--- src/hw/rtl/lkvc_pkg.sv ---
`default_nettype none
// ----------------------------------------------------------------------------
// lkvc_pkg: shared types and constants for the LRU key-value cache
// Field widths, operation codes and the control/status structs that pass
// between the sequencer and the scan unit.
// ----------------------------------------------------------------------------
package lkvc_pkg;

    localparam int KEY_W = 32;
    localparam int VAL_W = 31;
    localparam int CAP_W = 5;

    localparam logic [CAP_W-1:0] CAP_RESET = 5'd16;
    localparam logic [KEY_W-1:0] MINUS_ONE = 32'hFFFF_FFFF;

    localparam logic OP_GET = 1'b0;
    localparam logic OP_SET = 1'b1;

    // scan unit control
    typedef struct packed {
        logic clear;
        logic sample;
    } scan_ctl_t;

    // scan unit status
    typedef struct packed {
        logic hit;
        logic free_found;
        logic any_valid;
    } scan_flags_t;

endpackage
`default_nettype wire

--- src/hw/rtl/lru_key_value_cache.sv ---
`default_nettype none
// ----------------------------------------------------------------------------
// lru_key_value_cache: fully associative key-value cache, LRU replacement
// Get/set transactions on a 32-bit key. A sequencer walks the entry memory
// with one shared compare unit, then makes a second pass to update ranks.
//
//   channel  handshake              payload
//   in       in_valid / in_ready    op, key, write_value
//   out      out_valid / out_ready  found, read_value, evicted
//   cfg      cfg_valid / cfg_ready  capacity_limit
//
// A get miss makes only the first pass; any other transaction makes both
// passes over the single read port of the entry memory.
// in_ready is high only in idle; one transaction is in flight at a time.
// A finished result waits in the output register while the next input is taken.
// Reset clears valid bits and occupancy and sets capacity to 16; no clearing pass.
// ----------------------------------------------------------------------------
module lru_key_value_cache
    import lkvc_pkg::*;
#(
    parameter int ENTRIES = 16
) (
    input  wire logic                    clk,
    input  wire logic                    rst_n,
    input  wire logic                    in_valid,
    output logic                         in_ready,
    input  wire logic                    op,
    input  wire logic signed [KEY_W-1:0] key,
    input  wire logic [VAL_W-1:0]        write_value,
    output logic                         out_valid,
    input  wire logic                    out_ready,
    output logic                         found,
    output logic signed [KEY_W-1:0]      read_value,
    output logic                         evicted,
    input  wire logic                    cfg_valid,
    output logic                         cfg_ready,
    input  wire logic [CAP_W-1:0]        capacity_limit
);

    localparam int IDX_W  = (ENTRIES > 1) ? $clog2(ENTRIES) : 1;
    localparam int RANK_W = IDX_W;
    localparam int CNT_W  = $clog2(ENTRIES + 1);
    localparam int CMP_W  = (CNT_W > CAP_W) ? CNT_W : CAP_W;
    localparam int MEM_W  = KEY_W + VAL_W + RANK_W;

    typedef enum logic [2:0] {
        S_IDLE,
        S_SCAN,
        S_DECIDE,
        S_PROMOTE,
        S_FINISH
    } state_t;

    state_t              state_reg, state_next;
    logic [CAP_W-1:0]    cap_reg, cap_next;
    logic [ENTRIES-1:0]  valid_reg, valid_next;
    logic [CNT_W-1:0]    occ_reg, occ_next;
    logic [CNT_W-1:0]    rd_cnt_reg, rd_cnt_next;
    logic                pend_reg, pend_next;
    logic [IDX_W-1:0]    pend_idx_reg, pend_idx_next;
    logic                op_reg, op_next;
    logic [KEY_W-1:0]    key_reg, key_next;
    logic [VAL_W-1:0]    val_reg, val_next;
    logic [IDX_W-1:0]    slot_reg, slot_next;
    logic [RANK_W-1:0]   old_rank_reg, old_rank_next;
    logic                age_all_reg, age_all_next;
    logic                evict_reg, evict_next;
    logic                out_valid_reg, out_valid_next;
    logic                found_reg, found_next;
    logic [KEY_W-1:0]    read_value_reg, read_value_next;
    logic                evicted_reg, evicted_next;

    logic                issue;
    logic [IDX_W-1:0]    rd_addr;
    logic                mem_we;
    logic [MEM_W-1:0]    mem_wdata;
    logic [MEM_W-1:0]    mem_rdata;
    logic [KEY_W-1:0]    rd_key;
    logic [VAL_W-1:0]    rd_val;
    logic [RANK_W-1:0]   rd_rank;
    logic                full;
    logic [CAP_W-1:0]    lim;

    scan_ctl_t           scan_ctl;
    scan_flags_t         scan_flags;
    logic [IDX_W-1:0]    hit_idx;
    logic [RANK_W-1:0]   hit_rank;
    logic [VAL_W-1:0]    hit_val;
    logic [IDX_W-1:0]    free_idx;
    logic [IDX_W-1:0]    oldest_idx;
    logic [RANK_W-1:0]   oldest_rank;

    assign rd_key  = mem_rdata[MEM_W-1 -: KEY_W];
    assign rd_val  = mem_rdata[RANK_W +: VAL_W];
    assign rd_rank = mem_rdata[RANK_W-1:0];

    // capacity 0 acts as 1, anything above ENTRIES acts as ENTRIES
    assign lim  = (cap_reg == '0) ? CAP_W'(1) : cap_reg;
    assign full = (CMP_W'(occ_reg) >= CMP_W'(lim)) || (occ_reg == CNT_W'(ENTRIES));

    lkvc_entry_mem #(
        .DEPTH (ENTRIES),
        .WIDTH (MEM_W),
        .AW    (IDX_W)
    ) u_mem (
        .clk   (clk),
        .we    (mem_we),
        .waddr (pend_idx_reg),
        .wdata (mem_wdata),
        .raddr (rd_addr),
        .rdata (mem_rdata)
    );

    lkvc_scan #(
        .IDX_W  (IDX_W),
        .RANK_W (RANK_W)
    ) u_scan (
        .clk         (clk),
        .rst_n       (rst_n),
        .ctl         (scan_ctl),
        .idx         (pend_idx_reg),
        .entry_valid (valid_reg[pend_idx_reg]),
        .entry_key   (rd_key),
        .entry_val   (rd_val),
        .entry_rank  (rd_rank),
        .key         (key_reg),
        .flags       (scan_flags),
        .hit_idx     (hit_idx),
        .hit_rank    (hit_rank),
        .hit_val     (hit_val),
        .free_idx    (free_idx),
        .oldest_idx  (oldest_idx),
        .oldest_rank (oldest_rank)
    );

    always_comb
    begin
        state_next      = state_reg;
        cap_next        = cap_reg;
        valid_next      = valid_reg;
        occ_next        = occ_reg;
        rd_cnt_next     = rd_cnt_reg;
        pend_next       = 1'b0;
        pend_idx_next   = pend_idx_reg;
        op_next         = op_reg;
        key_next        = key_reg;
        val_next        = val_reg;
        slot_next       = slot_reg;
        old_rank_next   = old_rank_reg;
        age_all_next    = age_all_reg;
        evict_next      = evict_reg;
        out_valid_next  = out_valid_reg && !out_ready;
        found_next      = found_reg;
        read_value_next = read_value_reg;
        evicted_next    = evicted_reg;
        scan_ctl        = '0;
        mem_we          = 1'b0;
        mem_wdata       = '0;
        issue           = 1'b0;
        rd_addr         = '0;

        if (cfg_valid)
        begin
            cap_next = capacity_limit;
        end

        // both passes stream one entry per cycle through the read port
        if (state_reg == S_SCAN || state_reg == S_PROMOTE)
        begin
            issue = (rd_cnt_reg != CNT_W'(ENTRIES));
            if (issue)
            begin
                rd_addr     = rd_cnt_reg[IDX_W-1:0];
                rd_cnt_next = CNT_W'(rd_cnt_reg + 1'b1);
            end
            pend_next     = issue;
            pend_idx_next = rd_addr;
        end

        unique case (state_reg)
            S_IDLE:
            begin
                if (in_valid)
                begin
                    op_next        = op;
                    key_next       = key;
                    val_next       = write_value;
                    scan_ctl.clear = 1'b1;
                    rd_cnt_next    = '0;
                    state_next     = S_SCAN;
                end
            end
            S_SCAN:
            begin
                scan_ctl.sample = pend_reg;
                if (!issue && pend_reg)
                begin
                    state_next = S_DECIDE;
                end
            end
            S_DECIDE:
            begin
                rd_cnt_next  = '0;
                evict_next   = 1'b0;
                age_all_next = 1'b0;
                state_next   = S_PROMOTE;
                if (scan_flags.hit)
                begin
                    slot_next     = hit_idx;
                    old_rank_next = hit_rank;
                end
                else if (op_reg == OP_SET)
                begin
                    if (!full)
                    begin
                        slot_next            = free_idx;
                        age_all_next         = 1'b1;
                        valid_next[free_idx] = 1'b1;
                        occ_next             = CNT_W'(occ_reg + 1'b1);
                    end
                    else
                    begin
                        slot_next     = oldest_idx;
                        old_rank_next = oldest_rank;
                        evict_next    = 1'b1;
                    end
                end
                else
                begin
                    state_next = S_FINISH;
                end
            end
            S_PROMOTE:
            begin
                if (pend_reg)
                begin
                    if (pend_idx_reg == slot_reg)
                    begin
                        mem_we    = 1'b1;
                        mem_wdata = {key_reg, (op_reg == OP_SET) ? val_reg : rd_val,
                                     {RANK_W{1'b0}}};
                    end
                    else if (valid_reg[pend_idx_reg] &&
                             (age_all_reg || rd_rank < old_rank_reg))
                    begin
                        mem_we    = 1'b1;
                        mem_wdata = {rd_key, rd_val, RANK_W'(rd_rank + 1'b1)};
                    end
                end
                if (!issue && pend_reg)
                begin
                    state_next = S_FINISH;
                end
            end
            S_FINISH:
            begin
                if (!out_valid_reg || out_ready)
                begin
                    out_valid_next  = 1'b1;
                    found_next      = scan_flags.hit;
                    read_value_next = (scan_flags.hit && op_reg == OP_GET) ?
                                      {1'b0, hit_val} : MINUS_ONE;
                    evicted_next    = !scan_flags.hit && op_reg == OP_SET && evict_reg;
                    state_next      = S_IDLE;
                end
            end
            default:
            begin
                state_next = S_IDLE;
            end
        endcase
    end

    always_ff @(posedge clk or negedge rst_n)
    begin
        if (!rst_n)
        begin
            state_reg     <= S_IDLE;
            cap_reg       <= CAP_RESET;
            valid_reg     <= '0;
            occ_reg       <= '0;
            rd_cnt_reg    <= '0;
            pend_reg      <= 1'b0;
            out_valid_reg <= 1'b0;
        end
        else
        begin
            state_reg     <= state_next;
            cap_reg       <= cap_next;
            valid_reg     <= valid_next;
            occ_reg       <= occ_next;
            rd_cnt_reg    <= rd_cnt_next;
            pend_reg      <= pend_next;
            out_valid_reg <= out_valid_next;
        end
    end

    always_ff @(posedge clk)
    begin
        pend_idx_reg   <= pend_idx_next;
        op_reg         <= op_next;
        key_reg        <= key_next;
        val_reg        <= val_next;
        slot_reg       <= slot_next;
        old_rank_reg   <= old_rank_next;
        age_all_reg    <= age_all_next;
        evict_reg      <= evict_next;
        found_reg      <= found_next;
        read_value_reg <= read_value_next;
        evicted_reg    <= evicted_next;
    end

    assign in_ready   = (state_reg == S_IDLE);
    assign cfg_ready  = 1'b1;
    assign out_valid  = out_valid_reg;
    assign found      = found_reg;
    assign read_value = read_value_reg;
    assign evicted    = evicted_reg;

`ifndef SYNTHESIS
    a_occ_matches_valid: assert property (@(posedge clk) disable iff (!rst_n)
        $countones(valid_reg) == int'(occ_reg))
        else $error("occupancy count out of step with valid bits");

    a_one_in_flight: assert property (@(posedge clk) disable iff (!rst_n)
        in_valid && in_ready |=> !in_ready)
        else $error("input taken while a transaction is in flight");

    a_evict_only_on_miss: assert property (@(posedge clk) disable iff (!rst_n)
        out_valid && evicted |-> !found)
        else $error("eviction reported on a hit");

    a_miss_reads_minus_one: assert property (@(posedge clk) disable iff (!rst_n)
        out_valid && !found |-> read_value == MINUS_ONE)
        else $error("miss returned a value");

    a_single_write_per_entry: assert property (@(posedge clk) disable iff (!rst_n)
        mem_we |-> state_reg == S_PROMOTE && pend_reg)
        else $error("entry memory written outside the update pass");
`endif

endmodule
`default_nettype wire

--- src/hw/rtl/lkvc_entry_mem.sv ---
`default_nettype none
// ----------------------------------------------------------------------------
// lkvc_entry_mem: entry storage
// One write port, one read port with registered read data. Each word holds
// key, value and recency rank of one entry.
// ----------------------------------------------------------------------------
module lkvc_entry_mem #(
    parameter int DEPTH = 16,
    parameter int WIDTH = 67,
    parameter int AW    = 4
) (
    input  wire logic             clk,
    input  wire logic             we,
    input  wire logic [AW-1:0]    waddr,
    input  wire logic [WIDTH-1:0] wdata,
    input  wire logic [AW-1:0]    raddr,
    output logic      [WIDTH-1:0] rdata
);

    logic [WIDTH-1:0] mem [DEPTH];

    always_ff @(posedge clk)
    begin
        if (we)
        begin
            mem[waddr] <= wdata;
        end
        rdata <= mem[raddr];
    end

endmodule
`default_nettype wire

--- src/hw/rtl/lkvc_scan.sv ---
`default_nettype none
// ----------------------------------------------------------------------------
// lkvc_scan: shared key compare and rank compare unit
// Looks at one entry per sample and accumulates the first key match, the
// first free slot and the oldest valid entry over a pass.
// ----------------------------------------------------------------------------
module lkvc_scan
    import lkvc_pkg::*;
#(
    parameter int IDX_W  = 4,
    parameter int RANK_W = 4
) (
    input  wire logic              clk,
    input  wire logic              rst_n,
    input  wire scan_ctl_t         ctl,
    input  wire logic [IDX_W-1:0]  idx,
    input  wire logic              entry_valid,
    input  wire logic [KEY_W-1:0]  entry_key,
    input  wire logic [VAL_W-1:0]  entry_val,
    input  wire logic [RANK_W-1:0] entry_rank,
    input  wire logic [KEY_W-1:0]  key,
    output scan_flags_t            flags,
    output logic [IDX_W-1:0]       hit_idx,
    output logic [RANK_W-1:0]      hit_rank,
    output logic [VAL_W-1:0]       hit_val,
    output logic [IDX_W-1:0]       free_idx,
    output logic [IDX_W-1:0]       oldest_idx,
    output logic [RANK_W-1:0]      oldest_rank
);

    scan_flags_t        flags_reg, flags_next;
    logic [IDX_W-1:0]   hit_idx_reg, hit_idx_next;
    logic [RANK_W-1:0]  hit_rank_reg, hit_rank_next;
    logic [VAL_W-1:0]   hit_val_reg, hit_val_next;
    logic [IDX_W-1:0]   free_idx_reg, free_idx_next;
    logic [IDX_W-1:0]   oldest_idx_reg, oldest_idx_next;
    logic [RANK_W-1:0]  oldest_rank_reg, oldest_rank_next;
    logic               match;

    assign match = entry_valid && (entry_key == key);

    always_comb
    begin
        flags_next       = flags_reg;
        hit_idx_next     = hit_idx_reg;
        hit_rank_next    = hit_rank_reg;
        hit_val_next     = hit_val_reg;
        free_idx_next    = free_idx_reg;
        oldest_idx_next  = oldest_idx_reg;
        oldest_rank_next = oldest_rank_reg;
        if (ctl.clear)
        begin
            flags_next = '0;
        end
        else if (ctl.sample)
        begin
            if (match && !flags_reg.hit)
            begin
                flags_next.hit = 1'b1;
                hit_idx_next   = idx;
                hit_rank_next  = entry_rank;
                hit_val_next   = entry_val;
            end
            if (!entry_valid && !flags_reg.free_found)
            begin
                flags_next.free_found = 1'b1;
                free_idx_next         = idx;
            end
            if (entry_valid && (!flags_reg.any_valid || entry_rank > oldest_rank_reg))
            begin
                flags_next.any_valid = 1'b1;
                oldest_idx_next      = idx;
                oldest_rank_next     = entry_rank;
            end
        end
    end

    always_ff @(posedge clk or negedge rst_n)
    begin
        if (!rst_n)
        begin
            flags_reg <= '0;
        end
        else
        begin
            flags_reg <= flags_next;
        end
    end

    always_ff @(posedge clk)
    begin
        hit_idx_reg     <= hit_idx_next;
        hit_rank_reg    <= hit_rank_next;
        hit_val_reg     <= hit_val_next;
        free_idx_reg    <= free_idx_next;
        oldest_idx_reg  <= oldest_idx_next;
        oldest_rank_reg <= oldest_rank_next;
    end

    assign flags       = flags_reg;
    assign hit_idx     = hit_idx_reg;
    assign hit_rank    = hit_rank_reg;
    assign hit_val     = hit_val_reg;
    assign free_idx    = free_idx_reg;
    assign oldest_idx  = oldest_idx_reg;
    assign oldest_rank = oldest_rank_reg;

endmodule
`default_nettype wire
--- config.mk ---
export PLATFORM = sky130hd
export DESIGN_NAME = lru_key_value_cache
export DESIGN_NICKNAME = d
export VERILOG_FILES = /design/src/hw/rtl/lkvc_pkg.sv /design/src/hw/rtl/lru_key_value_cache.sv /design/src/hw/rtl/lkvc_entry_mem.sv /design/src/hw/rtl/lkvc_scan.sv
export SDC_FILE = /design/constraint.sdc
export NUM_CORES = 2
export LEC_CHECK = 0
export ABC_AREA = 1
export BUFFER_PORTS_ARGS = -buffer_cell sky130_fd_sc_hd__buf_2
export CAP_MARGIN = 20
export CORE_ASPECT_RATIO = 1.25
export CORE_UTILIZATION = 63
export CTS_CLUSTER_DIAMETER = 200
export DETAILED_ROUTE_END_ITERATION = 7
export HOLD_SLACK_MARGIN = 0.12
export PLACE_DENSITY = 0.8
export SLEW_MARGIN = 10
export SYNTH_ARGS = -nofsm -noshare
export SYNTH_HDL_FRONTEND = slang
export SYNTH_HIERARCHICAL = 1
export SYNTH_SLANG_ARGS = --single-unit
--- constraint.sdc ---
create_clock -name clk -period 6.3 [get_ports clk]
set_clock_uncertainty 0.2 [all_clocks]
set_input_delay 0.945 -clock clk [delete_from_list [all_inputs] [get_ports clk]]
set_output_delay 0.945 -clock clk [all_outputs]
set_load 0.02 [all_outputs]
==> Yosys cells after proc, flatten, opt, wreduce, memory -nomap -nowiden <==
Memories as Yosys holds them, arrays and structs flattened. A register that Yosys moved wholly into a read port is not among the register bits.
Index checks and enable logic that the tools add are counted.
{ "totals": {"ff_bits": 202, "mem_bits_rw": 1072, "input_bits": 74, "output_inout_bits": 37, "elab_cells": 148, "n_memories": 1} }
{ "mem_list": {"columns": ["name", "depth", "word_bits", "rd", "rd_clocked_by_memory_dff", "wr", "line", "source"], "rows": [
  ["u_mem.mem", 16, 67, 1, 1, 1, "lkvc_entry_mem.sv:20", "logic [WIDTH-1:0] mem [DEPTH];"]
]} }
{ "classes": {"n_addsub": 3, "order_cmp": 6, "eq_ne": 12, "n_mux": 49, "n_bitwise": 5, "n_reduce_logical": 44} }
{ "op_table": {"columns": ["cell", "n"], "rows": [
  ["$mux 67", 4],
  ["$eq 32x32->1", 1],
  ["$mux 32", 1],
  ["$mux 4", 8],
  ["$mux 31", 1],
  ["$mux 3", 8],
  ["$mux 5", 4],
  ["$mux 1", 19],
  ["$or 16x16->16", 1],
  ["$pmux 3 s5", 1],
  ["$reduce_and 2->1", 6],
  ["$reduce_and 3->1", 4],
  ["$reduce_bool 2->1", 6],
  ["$logic_and 1x1->1", 11],
  ["$add 5x1->5 const B", 2],
  ["$lt 4x5->1 const B", 2],
  ["$pmux 5 s2", 1],
  ["$reduce_and 4->1", 2],
  ["$logic_not 1->1", 7],
  ["$eq 3x2->1 const B", 2],
  ["$eq 5x5->1 const B", 1],
  ["$ge 5x5->1", 1],
  ["$logic_not 5->1", 1],
  ["$logic_or 1x1->1", 5],
  ["15 further kinds", 20]
]} }

==> Depth between registers and ports, before layout <==
{ "logic_depth": {"word_depth": 9, "ltp_mapped": 16, "mapped_depth_nobuf": 13} }

==> By module <==
Netlist, hierarchy kept.
{ "by_module_without_submodules": {"columns": ["module", "instances", "cells_each", "area_per_inst_um2", "seq_area_each_um2"], "rows": [
  ["lkvc_entry_mem", 1, 4407, 47072.6, 33532.2],
  ["lru_key_value_cache", 1, 975, 7965.1, 4265.3],
  ["lkvc_scan", 1, 294, 2652.5, 1606.5]
]} }

==> Least setup slack after synthesis <==
No wires, ideal clock.
{ "synth_path": {"kind": "reg2reg", "startpoint": "reg state_reg[2]", "endpoint": "reg u_scan.hit_idx_reg[0], in the netlist u_scan/hit_idx[0], enable pin", "setup_time_ns": 0.428, "arrival_ns": 4.846, "required_time_ns": 5.672, "slack_ns": 0.826, "stages_incl_launch_ff": 11, "n_path_buf": 0, "synth_period_minus_slack_ns": 5.474, "path_cell_list": "dfrtp_1 nor3_1 inv_1 nor2_1 nor2_4 nand2_2 nor2_1 nand2_1 nor2_1 nand3_1 nor2_1"} }
{ "synth_rtl": {"columns": ["item", "line", "source"], "rows": [
  ["start: declaration", "lru_key_value_cache.sv:54", "state_t state_reg, state_next;"],
  ["start signal: assignment", "lru_key_value_cache.sv:288", "state_reg <= state_next;"],
  ["end signal: assignment", "lkvc_scan.sv:92", "hit_idx_reg <= hit_idx_next;"],
  ["end: declaration", "lkvc_scan.sv:32", "logic [IDX_W-1:0] hit_idx_reg, hit_idx_next;"]
]} }

==> Final worst setup path <==
{ "layout_path": {"startpoint": "reg state_reg[2]", "endpoint": "mem u_mem.mem[6][28], enable pin"} }
{ "layout_between": {"elab_chain_len": 4} }
{ "layout_lines": {"columns": ["item", "line", "source"], "rows": [
  ["$eq 3x2->1", "lru_key_value_cache.sv:180", "unique case (state_reg)"],
  ["$mux 1", "lru_key_value_cache.sv:180", null],
  ["net mem_we", "lru_key_value_cache.sv:75", "logic mem_we;"],
  ["$mux 1", "lkvc_entry_mem.sv:24", "if (we)"],
  ["$mux 1 (not written as such)", "lkvc_entry_mem.sv:26", "mem[waddr] <= wdata;"],
  ["end: declaration", "lkvc_entry_mem.sv:20", null]
]} }
The timed path passes the listed nets, and every way through them passes these cells.

==> results.yml <==
yosys:
  avgSynthCellArea_um2: 10.2
  syn-num-nets: 5768
  syn_area_mm2: 0.0577
  synth_common_cells: "nand2_1, edfxtp_1, inv_1"
  yosysWarningCount: 6
  synth-edff-count: 1235
  synth_ff_type: "edfxtp_1"
  yosysTopAreaCell: "edfxtp_1"
  netlist_instances: 5676
  ys_ff_latch: 1341
  ys_top_cells_by_area: "edfxtp_1, nand2_1, nand3_1"
  synth_most_common_cell: "nand2_1"
  yosys.area.top_type_share: 0.643
  synth_seq_area_share: 0.683
  synthArstFlopShare: 0.0291
  post_synth_num_cell_types: 38
place:
  dp_hpwl_um: 77500
  portBuffers: 109
  dp_worst_setup_slack_ns: 1.57
  gp_congestion: 0.917
clocking:
  htreeDepth: 4
  cts_root_buf: "clkbuf_16"
  clock_sinks: 1341
  clk_pin_slew_ns: 0.06
  cts_hold_buf: 0
  cts_buffer_depth: 3
  cts_setup_buffers: 0
  clk_latency_ns: 0.76
  cts_buffers: 131
  cts_resized: 0
  tritoncts: "yes"
critical_path:
  crit_chain: "nor2_4 -> inv_2 -> nor3_4 -> buf_4 -> inv_2 -> a21oi_1 -> nand3b_1 -> nor2_4 -> buf_12"
  critPathRequiredTime_ns: 6.50
  cp-end-kind: "register"
  criticalPathCategory: "reg -> reg"
  crit_path_max_incr_delay_ns: 1.04
  crit_family: "simple AND/OR/NAND/NOR gates"
  arrival_ns: 5.16
  critPathBufInv: 4
  cp_max_fo: 42
  crit_slowest_cell: "nor2_4"
  startpoint_type: "register"
die:
  ios: 111
  die_x_um: 273
  core_region_area_mm2: 0.0903
  die_h_um: 340
  die_area_mm2: 0.0928
  std_cell_rows: 123
  start_util: 0.639
final_layout:
  reg_top3: "u_mem/mem (1072), u_mem/rdata (67)"
  regArea_mm2: 0.0394
  drive_gt1_frac: 0.0812
  nFillCells: 5854
  multi_input_area_mm2: 0.0134
  finalNetCount: 5827
  diodes: 0
  regMostFlops: "u_mem/mem"
  area.growth.synth_to_final_pct: 10.7
  largest_reg_flops: 1072
route:
  num_vias: 40600
  vias_per_cell: 5.78
  dr.pass1.iters: 8
  drt-wirelength-per-cell_um: 20.7
  drt_wl_total_um: 145000
  ant_nets: 0
  drc: 1
  drt_iter0_drc: 5449
timing:
  rsz0062_at_grt: "false"
  slew_violations: 0
  fmax_mhz: 202
  timing.final.crit_share: 0.787
  final.setup.tns_ns: 0
  maxSlewHeadroom: 0.169
  fin_crit_ns: 4.96
  timing.final.ws_setup_ns: 1.34
  hold_violations: 0
  setup_viol: 0
  tightest_slew_ns: 1.25
power_and_ir_drop:
  leakage_uw: 0.0278
  vdd_drop_max_uv: 460
  power_density_mw_per_mm2: 468
status:
  violations: "DRC"
  status: "finished with violations"
grt:
  antenna_found_initial: 3
  grt_max_degree: 202
  grt_pass1_wl_um: 221000
  grt_usage: 0.316
  grt.overflow.total: 0
  grt_pass1_vias: 39100
min_path:
  min_path_type: "in -> async"
flow_run:
  drv_cap: 0
metrics by stage:
step / power [µW] / instance area [µm²] / cells / utilization / hold WS (ns)
6_report: 29900 / 63900 / 7028 / 0.707 / 0.124
5_1_grt: 31200 / 63900 / 7028 / 0.707 / 0.138
4_1_cts: 29600 / 63700 / 7011 / 0.706 / 0.131
3_5_place_dp: 21700 / 59500 / 6772 / 0.658 / 0.214
3_3_place_gp: 21400 / 59400 / 6769 / 0.657 / 0.214
2_1_floorplan: 18700 / 57700 / 5676 / - / 0.208
cell usage in the layout, fill, tap and decap left out, types with 9 or more instances in the layout:
cell	n
nand2_1	1803
inv_1	994
nor2_4	24
buf_12	17
nor2_1	105
dfxtp_1	67
xor2_1	9
or2_2	32
dfrtp_1	38
buf_2	109
a21oi_2	10
xnor2_1	10
o21ai_0	23
clkbuf_16	136
bufinv_16	13
o21ai_1	33
clkinv_1	26
edfxtp_1	1235
clkinv_2	18
buf_4	74
nand3_1	859
a21oi_1	93
clkbuf_1	30
ha_1	18
layer usage:
metal / vias up / GRT usage / wire [µm]
li1: 18400 / - / -
met1: 19100 / 0.414 / 52400
met2: 2708 / 0.512 / 69800
met3: 474 / 0.0594 / 16900
met4: 2 / 0.146 / 6410
met5: - / 0 / 16
where the power goes:
| group | internal, µW | leakage (µW) | switching, µW |
|---|---|---|---|
| Clock | 4540 | 0.00209 | 3320 |
| Combinational | 2690 | 0.0133 | 7620 |
| Sequential | 11200 | 0.0124 | 522 |
| Total | 18400 | 0.0278 | 11500 |
path summary, 6_finish.rpt:
path	cells past startpoint	start	end	slack, ns
setup / recovery	9	state_reg[2]	u_mem/mem[6][28]	1.34
hold / removal	1	rst_n	valid_reg[4]	0.12
setup reg to reg	9	state_reg[2]	u_mem/mem[6][28]	1.34
hold reg to reg	0	u_mem/rdata[13]	u_scan/hit_val[9]	0.23
max in group asynchronous	1	rst_n	rd_cnt_reg[1]	5.22
min in group clk	1	key[5]	key_reg[5]	0.16
area by class of cell:
type                    instances  share of cell area
flip-flops and latches       1341               0.617
multi-input cells            3051               0.210
inverters                    1007              0.0597
clock buffers                 168              0.0555
repair buffers                203              0.0236
well taps                    1187              0.0232
clock inverters                71              0.0116
cells by family after synthesis:
group,synth area share
and+or+nand+nor,0.207
DFF,0.683
buffers and inverters,0.0887
AOI/OAI and AO/OA,0.0144
xor gates and xnor gates,0.00288
adders and majority gates,0.00390
other,0.0000650
Power figures use the tool's default switching activity.
